==> config.mk <==
export PLATFORM = sky130hd
export DESIGN_NAME = wps_div
export DESIGN_NICKNAME = d
export VERILOG_FILES = /design/src/rtl/wps_div.sv
export SDC_FILE = /design/constraint.sdc
export NUM_CORES = 1
export LEC_CHECK = 0
export ABC_CLOCK_PERIOD_IN_PS = 5000
export BUFFER_PORTS_ARGS = -buffer_cell sky130_fd_sc_hd__clkbuf_2
export CORE_MARGIN = 2
export CORE_UTILIZATION = 57
export CTS_BUF_LIST = sky130_fd_sc_hd__clkbuf_2 sky130_fd_sc_hd__clkbuf_4 sky130_fd_sc_hd__clkbuf_8
export CTS_CLUSTER_DIAMETER = 150
export CTS_CLUSTER_SIZE = 14
export DETAILED_ROUTE_END_ITERATION = 16
export PLACE_DENSITY = 0.95
export SYNTH_ARGS = -nofsm -noshare
export SYNTH_HDL_FRONTEND = slang
export SYNTH_SLANG_ARGS = --single-unit
==> constraint.sdc <==
create_clock -name i_clk -period 5 [get_ports i_clk]
set_input_delay 0.5 -clock i_clk [delete_from_list [all_inputs] [get_ports i_clk]]
set_output_delay 0.5 -clock i_clk [all_outputs]
set_load 0.01 [all_outputs]
==> src/rtl/wps_div.sv <==
// restoring divider, one quotient bit per cycle
module wps_div #(
    parameter int DW = 29,
    parameter int VW = 9
) (
    input  logic          i_clk,
    input  logic          i_rst_n,
    input  logic          i_start,
    input  logic [DW-1:0] i_dividend,
    input  logic [VW-1:0] i_divisor,
    output logic          o_done,
    output logic [DW-1:0] o_quotient
);

    localparam int CW = $clog2(DW + 1);

    logic          r_busy, n_busy;
    logic          r_done, n_done;
    logic [CW-1:0] r_cnt, n_cnt;
    logic [VW-1:0] r_rem, n_rem;
    logic [VW-1:0] r_div, n_div;
    logic [DW-1:0] r_quo, n_quo;
    logic [VW:0]   rem_sh;
    logic [VW:0]   trial;
    logic          q_bit;

    always_comb begin
        rem_sh = {r_rem, r_quo[DW-1]};
        trial  = rem_sh - {1'b0, r_div};
        q_bit  = (rem_sh >= {1'b0, r_div});
        n_busy = r_busy;
        n_done = 1'b0;
        n_cnt  = r_cnt;
        n_rem  = r_rem;
        n_div  = r_div;
        n_quo  = r_quo;
        if (i_start) begin
            n_busy = 1'b1;
            n_cnt  = CW'(DW);
            n_rem  = '0;
            n_div  = i_divisor;
            n_quo  = i_dividend;
        end else if (r_busy) begin
            n_rem = q_bit ? trial[VW-1:0] : rem_sh[VW-1:0];
            n_quo = {r_quo[DW-2:0], q_bit};
            n_cnt = r_cnt - 1'b1;
            if (r_cnt == CW'(1)) begin
                n_busy = 1'b0;
                n_done = 1'b1;
            end
        end
    end

    always_ff @(posedge i_clk) begin
        if (!i_rst_n) begin
            r_busy <= 1'b0;
            r_done <= 1'b0;
            r_cnt  <= '0;
        end else begin
            r_busy <= n_busy;
            r_done <= n_done;
            r_cnt  <= n_cnt;
        end
        r_rem <= n_rem;
        r_div <= n_div;
        r_quo <= n_quo;
    end

    assign o_done     = r_done;
    assign o_quotient = r_quo;

endmodule

# Word-level counts from Yosys, hierarchy flattened
# Cells that the tools add are included.
[classes] n_bitwise=2 n_mux=9 eq_ne=1 addsub=2 reduce_logical=3 magnitude_cmp=1
[op_table] operator="2-to-1 mux 29 bit" n=2
[op_table] operator="greater-or-equal comparator 10 x 9 -> 1 bit" n=1
[op_table] operator="2-to-1 mux 5 bit" n=2
[op_table] operator="2-to-1 mux 9 bit" n=1
[op_table] operator="subtractor 9 bit" n=1
[op_table] operator="== test 5 x 1 -> 1 bit (second input constant)" n=1
[op_table] operator="subtractor 5 x 1 -> 5 bit (second input constant)" n=1
[op_table] operator="2-to-1 mux 1 bit" n=4
[op_table] operator="OR reduction 3 bit" n=1
[op_table] operator="NOT 1 bit" n=2
[op_table] operator="nonzero test 2 bit" n=1
[op_table] operator="OR reduction 2 bit" n=1
[word_totals] ff_bits=54 out_inout_bits=30 wordCells=25 input_bits=41

# Longest topological paths before layout
# Gate-level depths: netlist of the first run.
[logic_depth] depth_word=4 depth_mapped=10

# Worst setup path after synthesis of the first run
# OpenSTA, ideal clock, no wires.
[synth_path] path_type="flip-flop to flip-flop" start="register r_quo[28] (netlist: o_quotient[28])" end="register r_rem[0]" setup_slack_ps=2688 setup_time_ps=88 required_ps=4912 arrival_ps=2224 path_buffers=1 period_less_slack_ps=2312 stages_incl_launch_ff=11 path_cell_list="edfxtp_1 > inv_1 > ha_1 > inv_1 > fa_1 > a211oi_2 > o21ai_2 > a31oi_4 > buf_6 > nand2_2 > a311oi_2"
[synth_via] elab_chain_cells=2 elab_cells_between_ends=3 classes_between="add/sub: 1; order compare: 1; mux: 1"
[synth_rtl] element="start: declaration" line_no="22" text="logic [DW-1:0] r_quo, n_quo;"
[synth_rtl] element="start signal: assignment" line_no="66" text="r_quo <= n_quo;"
[synth_rtl] element="subtractor 9 bit / greater-or-equal comparator 10 x 9 -> 1 bit (equally long branches)" line_no="29, 30"
[synth_rtl] element="2-to-1 mux 9 bit *" line_no="44" text="n_rem = q_bit ? trial[VW-1:0] : rem_sh[VW-1:0];"
[synth_rtl] element="end signal: assignment" line_no="64" text="r_rem <= n_rem;"
[synth_rtl] element="end: declaration" line_no="20" text="logic [VW-1:0] r_rem, n_rem;"
# Mark *: on every way between the ends. The rest lies on a longest branch, timed or not.
# A chain may end at the register's enable or synchronous reset.

# Worst setup path in the final report of the first run
[layout_path] start="register r_quo[28] (netlist: o_quotient[28])" end="register r_rem[4]"
# The elaborated chain is that of the path after synthesis.

==> impl.org, run 1 <==
** Die
- The floorplan step defined a die boundary enclosing 0.00522 mm2.
- The region available for standard cell placement spans 0.00441 mm2.
- Row count :: 24
- Die Wd :: 72.2 um
- Die H :: 72.2 um
- During I/O placement, the number of pins put on the boundary was 71.
- For this configuration, the core starts out at a cell density of 0.601.

** Finish
- Synth-to-Final Area Change :: 18.0%
- Proportion of layout cells with a drive suffix above 1 :: 0.411
- Antenna diode count :: 0
- Counting the fill cells in the layout gives 277.
- The multi-input combinational cells in the finished layout cover a total of 0.00110 mm2.
- For this run, the post-layout net count is 332.
- Sequential cell area :: 0.00146 mm2

** Power
- For this design the total switching power over the nets is 284 uW.
- The analysis attributes to cell leakage a power of 0.00135 uW.
- Portion of total power attributed to sequential cells :: 0.554
- Power per standard cell area :: 319 mW/mm2
- Gate power share :: 0.193
- IR analysis of the VDD net gives a maximum drop of 0.000236 V.
- The internal power of the cells totals 715 uW.
- Of the total power, the clock network draws 0.253.
- Of the total power, the share spent switching nets is 0.284.

** Outcome
- The run finished with clean final reports.

** Worst setup path
- Cell family with most CP delay :: compound AO/OA/AOI/OAI gates
- Worst Setup Path Type :: reg2reg
- Of all nets on the critical path, the largest fanout is 14.
- Combined buffer and inverter count along the critical path :: 2
- The worst setup path is captured at a flip-flop.
- Chain of cells forming the critical path :: inv_1 > ha_1 > inv_1 > fa_1 > a211oi_2 > o21ai_2 > a31oi_4 > mux2i_1 > a211oi_1
- On the worst path, the slowest cell contributes a delay of 0.46 ns.
- The slowest stage of the critical path belongs to the cell sky130_fd_sc_hd__a31oi_4.
- Category of the worst setup path launch point :: flip-flop
- Data on the critical path is required at its endpoint by 5.23 ns.
- CP arrival :: 2.83 ns
- Dominant cell type by count on the critical path :: sky130_fd_sc_hd__inv_1

** Timing
- Final setup slack of the worst path :: 2.40 ns
- Pins over their slew limit :: 0
- Setup violations remaining at the end of the flow were counted as 0.
- Based on the critical path, the design can be clocked at up to 0.385 GHz.
- Relative max-transition margin :: 0.281
- Setup repair after global routing left no endpoint under its margin.
- The final hold violation count is 0.
- Final worst-path cycle share :: 0.520
- Shortest clock period the worst path allows after layout :: 2.60 ns
- On the final layout, the worst clock skew is 0.0110 ns.
- Hold slack final :: 0.353 ns
- Transition time at the pin with the least slew margin :: 1.08 ns
- In the final timing run, aggregate negative setup slack is 0 ns.

** GRT
- The via count of the first global-routing pass was 1957.
- The initial antenna violation count is 0.
- The first global-routing pass estimated 8.91 mm of wire.
- For this run the aggregate overflow at the end of global routing stands at 0.
- Entering global routing, the biggest net connects 53 pins.
- For this run, the total global-route usage over all layers was measured as 0.229.

** Placement
- Estimated wirelength of the detail-placed design :: 4.15 mm
- Before CTS, the worst setup slack after placement is 2.43 ns.
- IO Port Bufs :: 70
- The congestion estimate from routability-driven global placement came to 0.870.

** Clocking
- At the later pin of the worst-skew pair, clock insertion delay measures 0.32 ns.
- In this run the clock root is driven by a sky130_fd_sc_hd__clkbuf_8.
- Bufs on Longest Clock Path :: 2
- Total CTS buffers :: 5
- In this run the number of H-tree levels came out at 2.
- Number of hold buffers added after CTS :: 0
- # Post-CTS Setup Buffers :: 0
- TritonCTS built the clock tree.
- After clock tree synthesis, the clock-pin slew on the worst setup and hold paths is 0.11 ns.
- Resize count post-CTS :: 0
- CTS sink cnt :: 54

** Yosys
- By instance count, the leading cell after synthesis is sky130_fd_sc_hd__edfxtp_1.
- The synthesized design contains 38 enable-type register cells.
- After synthesis, the share of flip-flops with an asynchronous set or reset is 0.
- During synthesis, Yosys emitted a total of 0 warnings.
- For this run, the leading register cell type out of synthesis is sky130_fd_sc_hd__edfxtp_1.
- Ranking of synthesized cells by area :: sky130_fd_sc_hd__edfxtp_1 43%, sky130_fd_sc_hd__dfxtp_1 12%, sky130_fd_sc_hd__mux2_2 12%
- A synthesized cell averages 12.7 um2.
- By count the netlist is led by 38 x sky130_fd_sc_hd__edfxtp_1, 28 x sky130_fd_sc_hd__mux2_2, 20 x sky130_fd_sc_hd__nor2_1.
- Synth Cell Area :: 0.00265 mm2
- Distinct cells, synth :: 46
- Synthesis produced 209 cells.
- Flip-flop and latch count after synthesis :: 54
- Portion of the post-synthesis area used by sequential elements :: 0.551
- Of all cell types, the one taking the most synthesized area is sky130_fd_sc_hd__edfxtp_1.
- Area share of the largest cell type after synthesis :: 0.430
- Post-Syn Nets :: 262

** Detailed routing
- After detailed routing, the number of remaining DRC violations is 0.
- Total length of routed wires :: 5.68 mm
- The final route contains 1906 vias.
- The first detailed-routing pass ran for 4 iterations.
- After the first detailed-routing iteration, the DRC count stood at 165.
- WL per Instance :: 17.1 um
- The count of nets left with antenna violations once routing finished came out at 0.
- Dividing the detail-routed via count by the number of cells gives 5.74.

** Flow run
- Max-cap violations in this run came to 0.

** Worst hold path
- The min-delay analysis places its worst path in the category in2reg.
[through the flow]
stage | total power, uW | util | std cells | instance area [um2]
floorplan | 682 | - | 209 | 2650
global route | 1040 | 0.709 | 332 | 3130
CTS | 1000 | 0.709 | 332 | 3130
detailed placement | 754 | 0.688 | 324 | 3040
global placement | 741 | 0.688 | 324 | 3040
finish | 999 | 0.709 | 332 | 3130
[power groups by stage]
stage	combinational, uW	clock (uW)	sequential, uW
detailed placement	191	0	563
CTS	193	254	553
finish	193	253	553
floorplan	116	0	566
global route	210	271	559
global placement	181	0	561
[final cells by class]
type	instances	area share
clock buffer	5	0.0220
clock inverter	3	0.00759
inverter	15	0.0180
multi-input combinational	132	0.351
sequential	54	0.467
tap	52	0.0208
timing repair buffer	71	0.114
[logic make-up (layout without fill, tap and decap cells)]
group | count (synthesis) | after routing | share of synthesized area
adder cells (fa/ha/maj) | 12 | 12 | 0.0594
AND/OR/NAND/NOR | 44 | 44 | 0.0793
XOR/XNOR | 8 | 8 | 0.0264
AO/OA/AOI/OAI | 35 | 35 | 0.110
flip-flops | 54 | 54 | 0.551
buffers and inverters | 23 | 94 | 0.0354
multiplexers | 33 | 33 | 0.138
[flip-flops by register name, summed over array words and instances (netlist names)]
name,flops
o_quotient,29
r_div,9
r_rem,9
r_cnt,5
o_done,1
r_busy,1
[worst reg2reg max path: cells and delay by family (launching register included)]
kind	cells	cell delay [ns]
multiplexers	1	0.14
buffers and inverters	2	0.14
adder cells (fa/ha/maj)	2	0.59
AO/OA/AOI/OAI	4	1.17
flip-flops	1	0.45
[metal layers]
metal  vias to the layer above  track usage  wire length, um
met5                         -            0                0
met4                         0        0.117              211
met3                        20       0.0611              347
met2                        65        0.391             2970
met1                       917        0.265             2150
li1                        904            -                -
[path summary, 6_finish.rpt]
| kind | startpoint | end | slack (ns) | cells after the start |
|---|---|---|---|---|
| max | o_quotient[28] | r_rem[4] | 2.40 | 9 |
| min | i_divisor[8] | r_div[8] | 0.35 | 1 |
| max reg2reg | o_quotient[28] | r_rem[4] | 2.40 | 9 |
| min reg2reg | r_rem[8] | r_rem[8] | 0.48 | 2 |
[cells in the final DEF, fill, tap and decap left out, types with 5 or more instances in the layout]
master	n
sky130_fd_sc_hd__clkbuf_2	70
sky130_fd_sc_hd__o21ai_0	6
sky130_fd_sc_hd__edfxtp_1	38
sky130_fd_sc_hd__clkbuf_8	5
sky130_fd_sc_hd__xor2_1	6
sky130_fd_sc_hd__dfxtp_1	16
sky130_fd_sc_hd__ha_1	11
sky130_fd_sc_hd__nand2_1	8
sky130_fd_sc_hd__inv_1	15
sky130_fd_sc_hd__nor2_1	20
sky130_fd_sc_hd__mux2_2	28
Note: power is estimated with default switching activity, not from simulation.
==> run 2, diff against run 1 <==
==> config.mk (replaced) <==
export PLATFORM = sky130hd
export DESIGN_NAME = wps_div
export DESIGN_NICKNAME = d
export VERILOG_FILES = /design/src/rtl/wps_div.sv
export SDC_FILE = /design/constraint.sdc
export NUM_CORES = 1
export LEC_CHECK = 0
export ABC_CLOCK_PERIOD_IN_PS = 2300
export BUFFER_PORTS_ARGS = -buffer_cell sky130_fd_sc_hd__clkbuf_2
export CORE_MARGIN = 2
export CORE_UTILIZATION = 49
export CTS_BUF_LIST = sky130_fd_sc_hd__clkbuf_2 sky130_fd_sc_hd__clkbuf_4 sky130_fd_sc_hd__clkbuf_8
export CTS_CLUSTER_DIAMETER = 150
export CTS_CLUSTER_SIZE = 14
export DETAILED_ROUTE_END_ITERATION = 16
export PLACE_DENSITY = 0.89
export SYNTH_ARGS = -nofsm -noshare
export SYNTH_HDL_FRONTEND = slang
export SYNTH_SLANG_ARGS = --single-unit
==> constraint.sdc (replaced) <==
create_clock -name i_clk -period 2.3 [get_ports i_clk]
set_input_delay 0.23 -clock i_clk [delete_from_list [all_inputs] [get_ports i_clk]]
set_output_delay 0.23 -clock i_clk [all_outputs]
set_load 0.01 [all_outputs]
==> run 2 against run 1 <==
  * The run now ends with setup timing left
  * Clock-buffer cell count unchanged
  * Hold slack worse by 0.26 ns
  * Routed wire length up 4.1%
  * Power up 130%
  * Sequential share of layout area down 2.4 points
  * Largest power group unchanged
==> impl.org, run 2 (synthesized netlist as in run 1, its figures left out) <==
** Worst setup path
- Dominant cell type by count on the critical path :: sky130_fd_sc_hd__inv_2
- Worst Setup Path Type :: reg2reg
- The critical path starts at o_quotient[28].
- Along the worst path, the maximum fanout reaches 5.
- The worst setup path is captured at a flip-flop.
- FF-to-FF Start :: o_quotient[28]
- Depth of the worst register-to-register path :: 10
- At the worst endpoint, the required time is 2.47 ns.
- On the worst path, the slowest cell contributes a delay of 0.42 ns.
- Chain of cells forming the critical path :: inv_2 > ha_4 > inv_2 > fa_2 > a211oi_4 > o21ai_2 > a31oi_4 > buf_4 > nand3_1 > o311ai_1
- R2R setup slack :: -0.04 ns
- For this design, the slowest cell found on the critical path is sky130_fd_sc_hd__edfxtp_1.
- The worst setup path is launched from a flip-flop.
- Capture point of the worst reg-to-reg path :: r_rem[5]
- For the worst setup path, the data arrival time is 2.51 ns.

** Die
- Row generation in the floorplan step produced 26 rows.
- The die is 77.6 um tall.
- Die Outline Area :: 0.00602 mm2
- Initial Util :: 0.513
- # IOs :: 71
- The die is 77.6 um wide.
- The core region is 0.00517 mm2.

** Clocking
- Clock latency reported for the late side of the worst-skew pair :: 0.31 ns
- Bufs on Longest Clock Path :: 2
- Buffers inserted to repair hold after CTS numbered 0.
- Htree depth :: 2
- Total CTS buffers :: 5
- CTS placed an instance of sky130_fd_sc_hd__clkbuf_8 at the clock tree root.
- After clock tree synthesis, the clock-pin slew on the worst setup and hold paths is 0.09 ns.
- TritonCTS built the clock tree.
- The tree built by TritonCTS fans out to 54 sinks.

** Timing
- For the pin with the worst max-slew slack, the measured transition is 0.627 ns.
- Hold slack final :: 0.0910 ns
- Static timing analysis puts the maximum clock frequency at 0.427 GHz.
- The final hold violation count is 0.
- Setup skew after layout :: 0.00654 ns
- Setup violations remaining at the end of the flow were counted as 3.
- In the finished design, the share of the clock period the worst path needs comes to 1.02.
- Pins over their slew limit :: 0
- Shortest clock period the worst path allows after layout :: 2.34 ns
- Relative max-transition margin :: 0.582
- Final setup slack of the worst path :: -0.0405 ns
- RSZ-0062 raised after global routing :: true

** GRT
- The via count of the first global-routing pass came to 2014.
- Global routing finished with a remaining overflow of 0.
- Total global routing track utilization :: 0.204
- Entering global routing, the biggest net connects 52 pins.
- Wire length of the first global-routing pass :: 9.50 mm
- Antenna violations before repair :: 0

** Worst hold path
- Hold Path Cell Cnt :: 1
- End point of the most critical hold path :: r_div[2]
- The tightest min-delay check is of the in2reg type.
- Min-Delay Startpoint :: i_divisor[2]

** Power
- The worst-case IR drop observed on VDD is 0.000582 V.
- Leakage :: 0.00142 uW
- Dividing total power by cell area gives a power density of 700 mW/mm2.
- Total power :: 2310 uW

** Placement
- Pre-CTS setup slack :: -0.0348 ns
- Input and output buffers added on the ports amount to 70.
- Placed Cells incl. Taps :: 347
- Final estimated routing congestion in global placement :: 0.826
- Estimated wirelength of the detail-placed design :: 4.17 mm

** Detailed routing
- Vias :: 1952
- TritonRoute pass-1 iters :: 4
- After detailed routing, the number of vias per cell comes to 5.42.
- Dividing the detail-routed wire length by the instance count gives 16.4 um.
- After detailed routing, the number of remaining DRC violations is 0.
- Total length of routed wires :: 5.91 mm
- Number of DRC markers after the initial detailed-route iteration :: 195
- Post-route ant nets :: 0

** Finish
- Fill cells in the final layout number 377.
- Util after Layout :: 0.639
- The number of antenna diodes in the final layout is 0.
- Layout Nets :: 342
- The library cell used most frequently in the layout, excluding fill and tap cells, is sky130_fd_sc_hd__clkbuf_2.
- The area growth from synthesis to layout is 24.5%.
- The finished layout holds 360 standard cells, fillers aside.
- Proportion of layout cells with a drive suffix above 1 :: 0.448
- Most used cells in the layout excluding fill and tap cells :: 70 x sky130_fd_sc_hd__clkbuf_2, 38 x sky130_fd_sc_hd__edfxtp_1, 28 x sky130_fd_sc_hd__mux2_2
- Number of flip-flops under the largest register name :: 29

** Outcome
- Violated checks :: setup timing
- The flow ran to the end, but the final reports show violations.

** Flow run
- The tool flagged a number of max-cap violations equal to 0.
## run 2: how the worst max path moves through the flow
stage / end / slack (ns) / cells after the start
6_report: r_rem[5] / -0.04 / 10
3_3_place_gp: r_rem[1] / 0.09 / 9
3_5_place_dp: r_rem[5] / -0.03 / 10
5_1_grt: r_rem[3] / -0.12 / 10
4_1_cts: r_rem[1] / 0.04 / 10
2_1_floorplan: r_rem[0] / 0.02 / 10
## run 2: report_power, final
group | internal, uW | switching [uW]
logic | 225 | 246
registers | 1140 | 54.4
clock network | 327 | 316
total | 1690 | 616
## run 2: final cells by class
class,count,area (um2),area share
sequential,54,1460,0.442
clock buffer,5,68.8,0.0208
multi-input combinational,132,1130,0.341
clock inverter,3,43.8,0.0133
timing repair buffer,81,458,0.139
tap,70,87.6,0.0265
inverter,15,56.3,0.0170
## run 2: metal layers
layer | vias to the layer above | GRT usage | share of wire
li1 | 930 | - | -
met2 | 87 | 0.337 | 0.49
met3 | 10 | 0.0593 | 0.067
met4 | 0 | 0.0839 | 0.024
met1 | 925 | 0.251 | 0.42
met5 | - | 0 | 0
## run 2: timing repair
action | 4_1_cts | 5_1_grt
resized for setup | 0 | 8
pin swaps | 1 | 8
buffers inserted | 2 | 3
hold endpoints to repair | 0 | 0
setup endpoints to repair | 6 | 10
## run 2: per-stage QoR
stage | area (um2) | TNS (ns)
2_1_floorplan | 2650 | 0
3_3_place_gp | 3110 | 0
3_5_place_dp | 3110 | -0.0514
4_1_cts | 3250 | 0
5_1_grt | 3300 | -0.661
6_report | 3300 | -0.0592
## run 2: worst max-delay path: cells and delay by family, from the launching register on
kind | cells | cell delay, ns
AO/OA/AOI/OAI | 4 | 0.87
adder cells (fa/ha/maj) | 2 | 0.51
flip-flops | 1 | 0.42
buffers and inverters | 3 | 0.31
AND/OR/NAND/NOR | 1 | 0.10
==> run 3, diff against run 2 <==
--- a/config.mk
+++ b/config.mk
@@ -8,12 +8,11 @@
 export ABC_CLOCK_PERIOD_IN_PS = 2300
 export BUFFER_PORTS_ARGS = -buffer_cell sky130_fd_sc_hd__clkbuf_2
 export CORE_MARGIN = 2
-export CORE_UTILIZATION = 49
+export CORE_UTILIZATION = 35
 export CTS_BUF_LIST = sky130_fd_sc_hd__clkbuf_2 sky130_fd_sc_hd__clkbuf_4 sky130_fd_sc_hd__clkbuf_8
-export CTS_CLUSTER_DIAMETER = 150
 export CTS_CLUSTER_SIZE = 14
 export DETAILED_ROUTE_END_ITERATION = 16
-export PLACE_DENSITY = 0.89
+export PLACE_DENSITY = 0.7
 export SYNTH_ARGS = -nofsm -noshare
 export SYNTH_HDL_FRONTEND = slang
 export SYNTH_SLANG_ARGS = --single-unit
==> run 3 against run 2 <==
  * The flow now finishes without violations
  * Highest routed layer unchanged
  * Power about the same
  * Worst setup slack better by 0.17 ns
  * Non-clock buffer count down 1
  * Largest power group unchanged
  * Sequential cell count unchanged
  * Clock power up 5.6%
  * Clock-buffer cell count up 1
==> impl.org, run 3 (synthesized netlist as in run 1, its figures left out) <==
** Worst setup path
- Critical Path End Type :: flip-flop
- Category of the worst setup path launch point :: flip-flop
- By startpoint and endpoint, the worst setup path is classified as reg2reg.
- Required time reported for the critical path endpoint :: 2.48 ns
- In this run the worst path has a maximum fanout of 3.
- For the worst setup path, the data arrival time is 2.36 ns.

** GRT
- Vias in the first global route :: 1919
- Pin count of the biggest net entering global routing :: 34
- Total congestion overflow after global routing :: 0
- Antenna violations before repair :: 0
- Total global routing track utilization :: 0.141
- Wire length of the first global-routing pass :: 9.29 mm

** Detailed routing
- Total length of routed wires :: 5.63 mm
- Vias :: 1887
- In the routed layout, each cell is associated on average with a via count of 4.86.
- For this block, the initial DRC count from the detailed router was 87.
- TritonRoute pass-1 iters :: 4
- In the routed design, unresolved DRC markers number 0.
- After detailed routing, the average wire length per cell comes to 14.5 um.
- The count of nets left with antenna violations once routing finished came out at 0.

** Finish
- Once layout is complete, the utilization of the core stands at 0.452.
- Commonest non-fill, non-tap cell in the layout :: sky130_fd_sc_hd__clkbuf_2
- Number of flip-flops under the largest register name :: 29
- Most used cells in the layout excluding fill and tap cells :: 70 x sky130_fd_sc_hd__clkbuf_2, 38 x sky130_fd_sc_hd__edfxtp_1, 28 x sky130_fd_sc_hd__mux2_2
- Of the cells placed in the final design, the portion with a size suffix greater than 1 is 0.433.
- Relative to the synthesized area, the layout overhead comes to 24.3%.
- After the last flow step, the layout net total stands at 341.
- Antenna diode count :: 0

** Placement
- Estimated wirelength of the detail-placed design :: 4.16 mm
- In this run the tool buffered the top-level ports with 70 buffer cells.
- Final estimated routing congestion in global placement :: 0.821

** Power
- The share of total power dissipated in sequential elements is 0.516.
- Power per standard cell area :: 702 mW/mm2
- The analysis attributes to cell leakage a power of 0.00141 uW.
- For this design the total switching power over the nets is 601 uW.
- Overall power consumption after layout is estimated at 2310 uW.
- The share of total power dissipated in combinational logic is 0.191.
- Peak ir drop on the vdd network :: 0.000311 V
- Of the total power, the share spent switching nets is 0.260.
- Of the total power, the clock network draws 0.293.
- The internal portion of the total power is 1710 uW.

** Flow run
- Max-cap violations in this run came to 0.

** Timing
- Highest Clock Rate :: 0.460 GHz
- Setup-violating endpoint count in the final report :: 0
- Shortest clock period the worst path allows after layout :: 2.17 ns
- The final-report max-slew violation count is 0.
- In the finished design, the share of the clock period the worst path needs comes to 0.946.
- Transition time at the pin with the least slew margin :: 0.488 ns
- Setup skew after layout :: 0.00659 ns
- Number of hold violations in the final report :: 0
- RSZ-0062 raised after global routing :: false
- Relative max-transition margin :: 0.673
- Accumulated negative setup slack :: 0 ns

** Clocking
- TritonCTS clock tree :: built
- Htree depth :: 2
- Bufs on Longest Clock Path :: 2
- The later pin in the worst-skew pair is clocked with a latency of 0.31 ns.
- Root buffer cell :: sky130_fd_sc_hd__clkbuf_8
- For this design, the sink count on the clock tree is 54.
- Clk pin slew, worst setup/hold paths :: 0.10 ns
- The number of clock buffers added by TritonCTS is 5.

** Worst hold path
- The tightest min-delay check is of the in2reg type.

** Die
- The die is 91.1 um tall.
- Die Outline Area :: 0.00829 mm2
- The floorplan step set the die width to 91.1 um.
- Initial Util :: 0.364
- # IOs :: 71
- In this run the core area contains 31 standard-cell rows.
- Core Footprint :: 0.00729 mm2

** Outcome
- Status :: complete, no violations
run 3: cell count changes in the layout (fill, tap and decap cells not counted):
| cell | before | now |
|---|---|---|
| sky130_fd_sc_hd__inv_1 | 13 | 15 |
| sky130_fd_sc_hd__buf_6 | 0 | 1 |
| sky130_fd_sc_hd__clkinv_2 | 1 | 0 |
| sky130_fd_sc_hd__clkbuf_8 | 5 | 6 |
| sky130_fd_sc_hd__ha_4 | 1 | 0 |
| sky130_fd_sc_hd__ha_1 | 10 | 11 |
| sky130_fd_sc_hd__buf_2 | 0 | 1 |
| sky130_fd_sc_hd__inv_2 | 2 | 0 |
| sky130_fd_sc_hd__nand2_1 | 7 | 8 |
| sky130_fd_sc_hd__buf_12 | 2 | 0 |
| sky130_fd_sc_hd__buf_4 | 9 | 8 |
| sky130_fd_sc_hd__nand2_4 | 1 | 0 |
run 3: layout make-up:
cell class	count	area [um2]
clock buffer	6	82.6
clock inverter	2	38.8
fill	727	4000
inverter	15	56.3
multi-input combinational	132	1110
sequential	54	1460
tap	99	124
timing repair buffer	80	427
run 3: power by group through the flow:
stage / sequential [uW] / clock [uW] / combinational, uW
after floorplan: 1230 / 0 / 251
after global placement: 1210 / 0 / 421
after detailed placement: 1220 / 0 / 429
after CTS: 1190 / 707 / 438
after global routing: 1210 / 752 / 491
final: 1190 / 678 / 442
run 3: critical path, cell delays in order, from the launching register on:
cell and delay, ns:
sky130_fd_sc_hd__edfxtp_1 0.39, sky130_fd_sc_hd__inv_1 0.07, sky130_fd_sc_hd__ha_1 0.17, sky130_fd_sc_hd__inv_1 0.06, sky130_fd_sc_hd__fa_2 0.38, sky130_fd_sc_hd__a211oi_4 0.25
sky130_fd_sc_hd__o21ai_2 0.11, sky130_fd_sc_hd__a31oi_4 0.19, sky130_fd_sc_hd__buf_4 0.16, sky130_fd_sc_hd__mux2i_1 0.18, sky130_fd_sc_hd__a211oi_1 0.08
run 3: repair_timing:
action                                  in CTS  in global routing
pin swaps                                    1                  3
gates cloned                                 0                  1
endpoints found under the setup margin       3                  7
gates resized for setup                      2                  1
buffers inserted                             2                  0
hold buffers                                 0                  0
run 3: layer usage:
layer / up-vias / global-route usage / wire length [um] / share of wire
li1: 925 / - / - / -
met1: 890 / 0.177 / 2480 / 0.44
met2: 64 / 0.239 / 2800 / 0.50
met3: 8 / 0.0282 / 250 / 0.044
met4: 0 / 0.0518 / 106 / 0.019
met5: - / 0 / 0 / 0
run 3: metrics by stage:
stage	setup slack, ns	cell area, um2	cells	hold slack (ns)
2_1_floorplan	0.0237	2650	209	0.329
3_3_place_gp	0.0882	3140	377	0.409
3_5_place_dp	0.00232	3140	377	0.409
4_1_cts	0.0642	3280	387	0.0787
5_1_grt	0.000355	3300	388	0.0658
6_report	0.125	3300	388	0.0919
run 3: path summary, 6_finish.rpt:
kind / startpoint / to / slack, ns / cells after the start
worst min-delay path: i_divisor[6] / r_div[6] / 0.09 / 1
worst min register to register: r_rem[8] / r_rem[8] / 0.46 / 2
worst max register to register: o_quotient[28] / r_rem[1] / 0.13 / 10
worst max-delay path: o_quotient[28] / r_rem[1] / 0.13 / 10
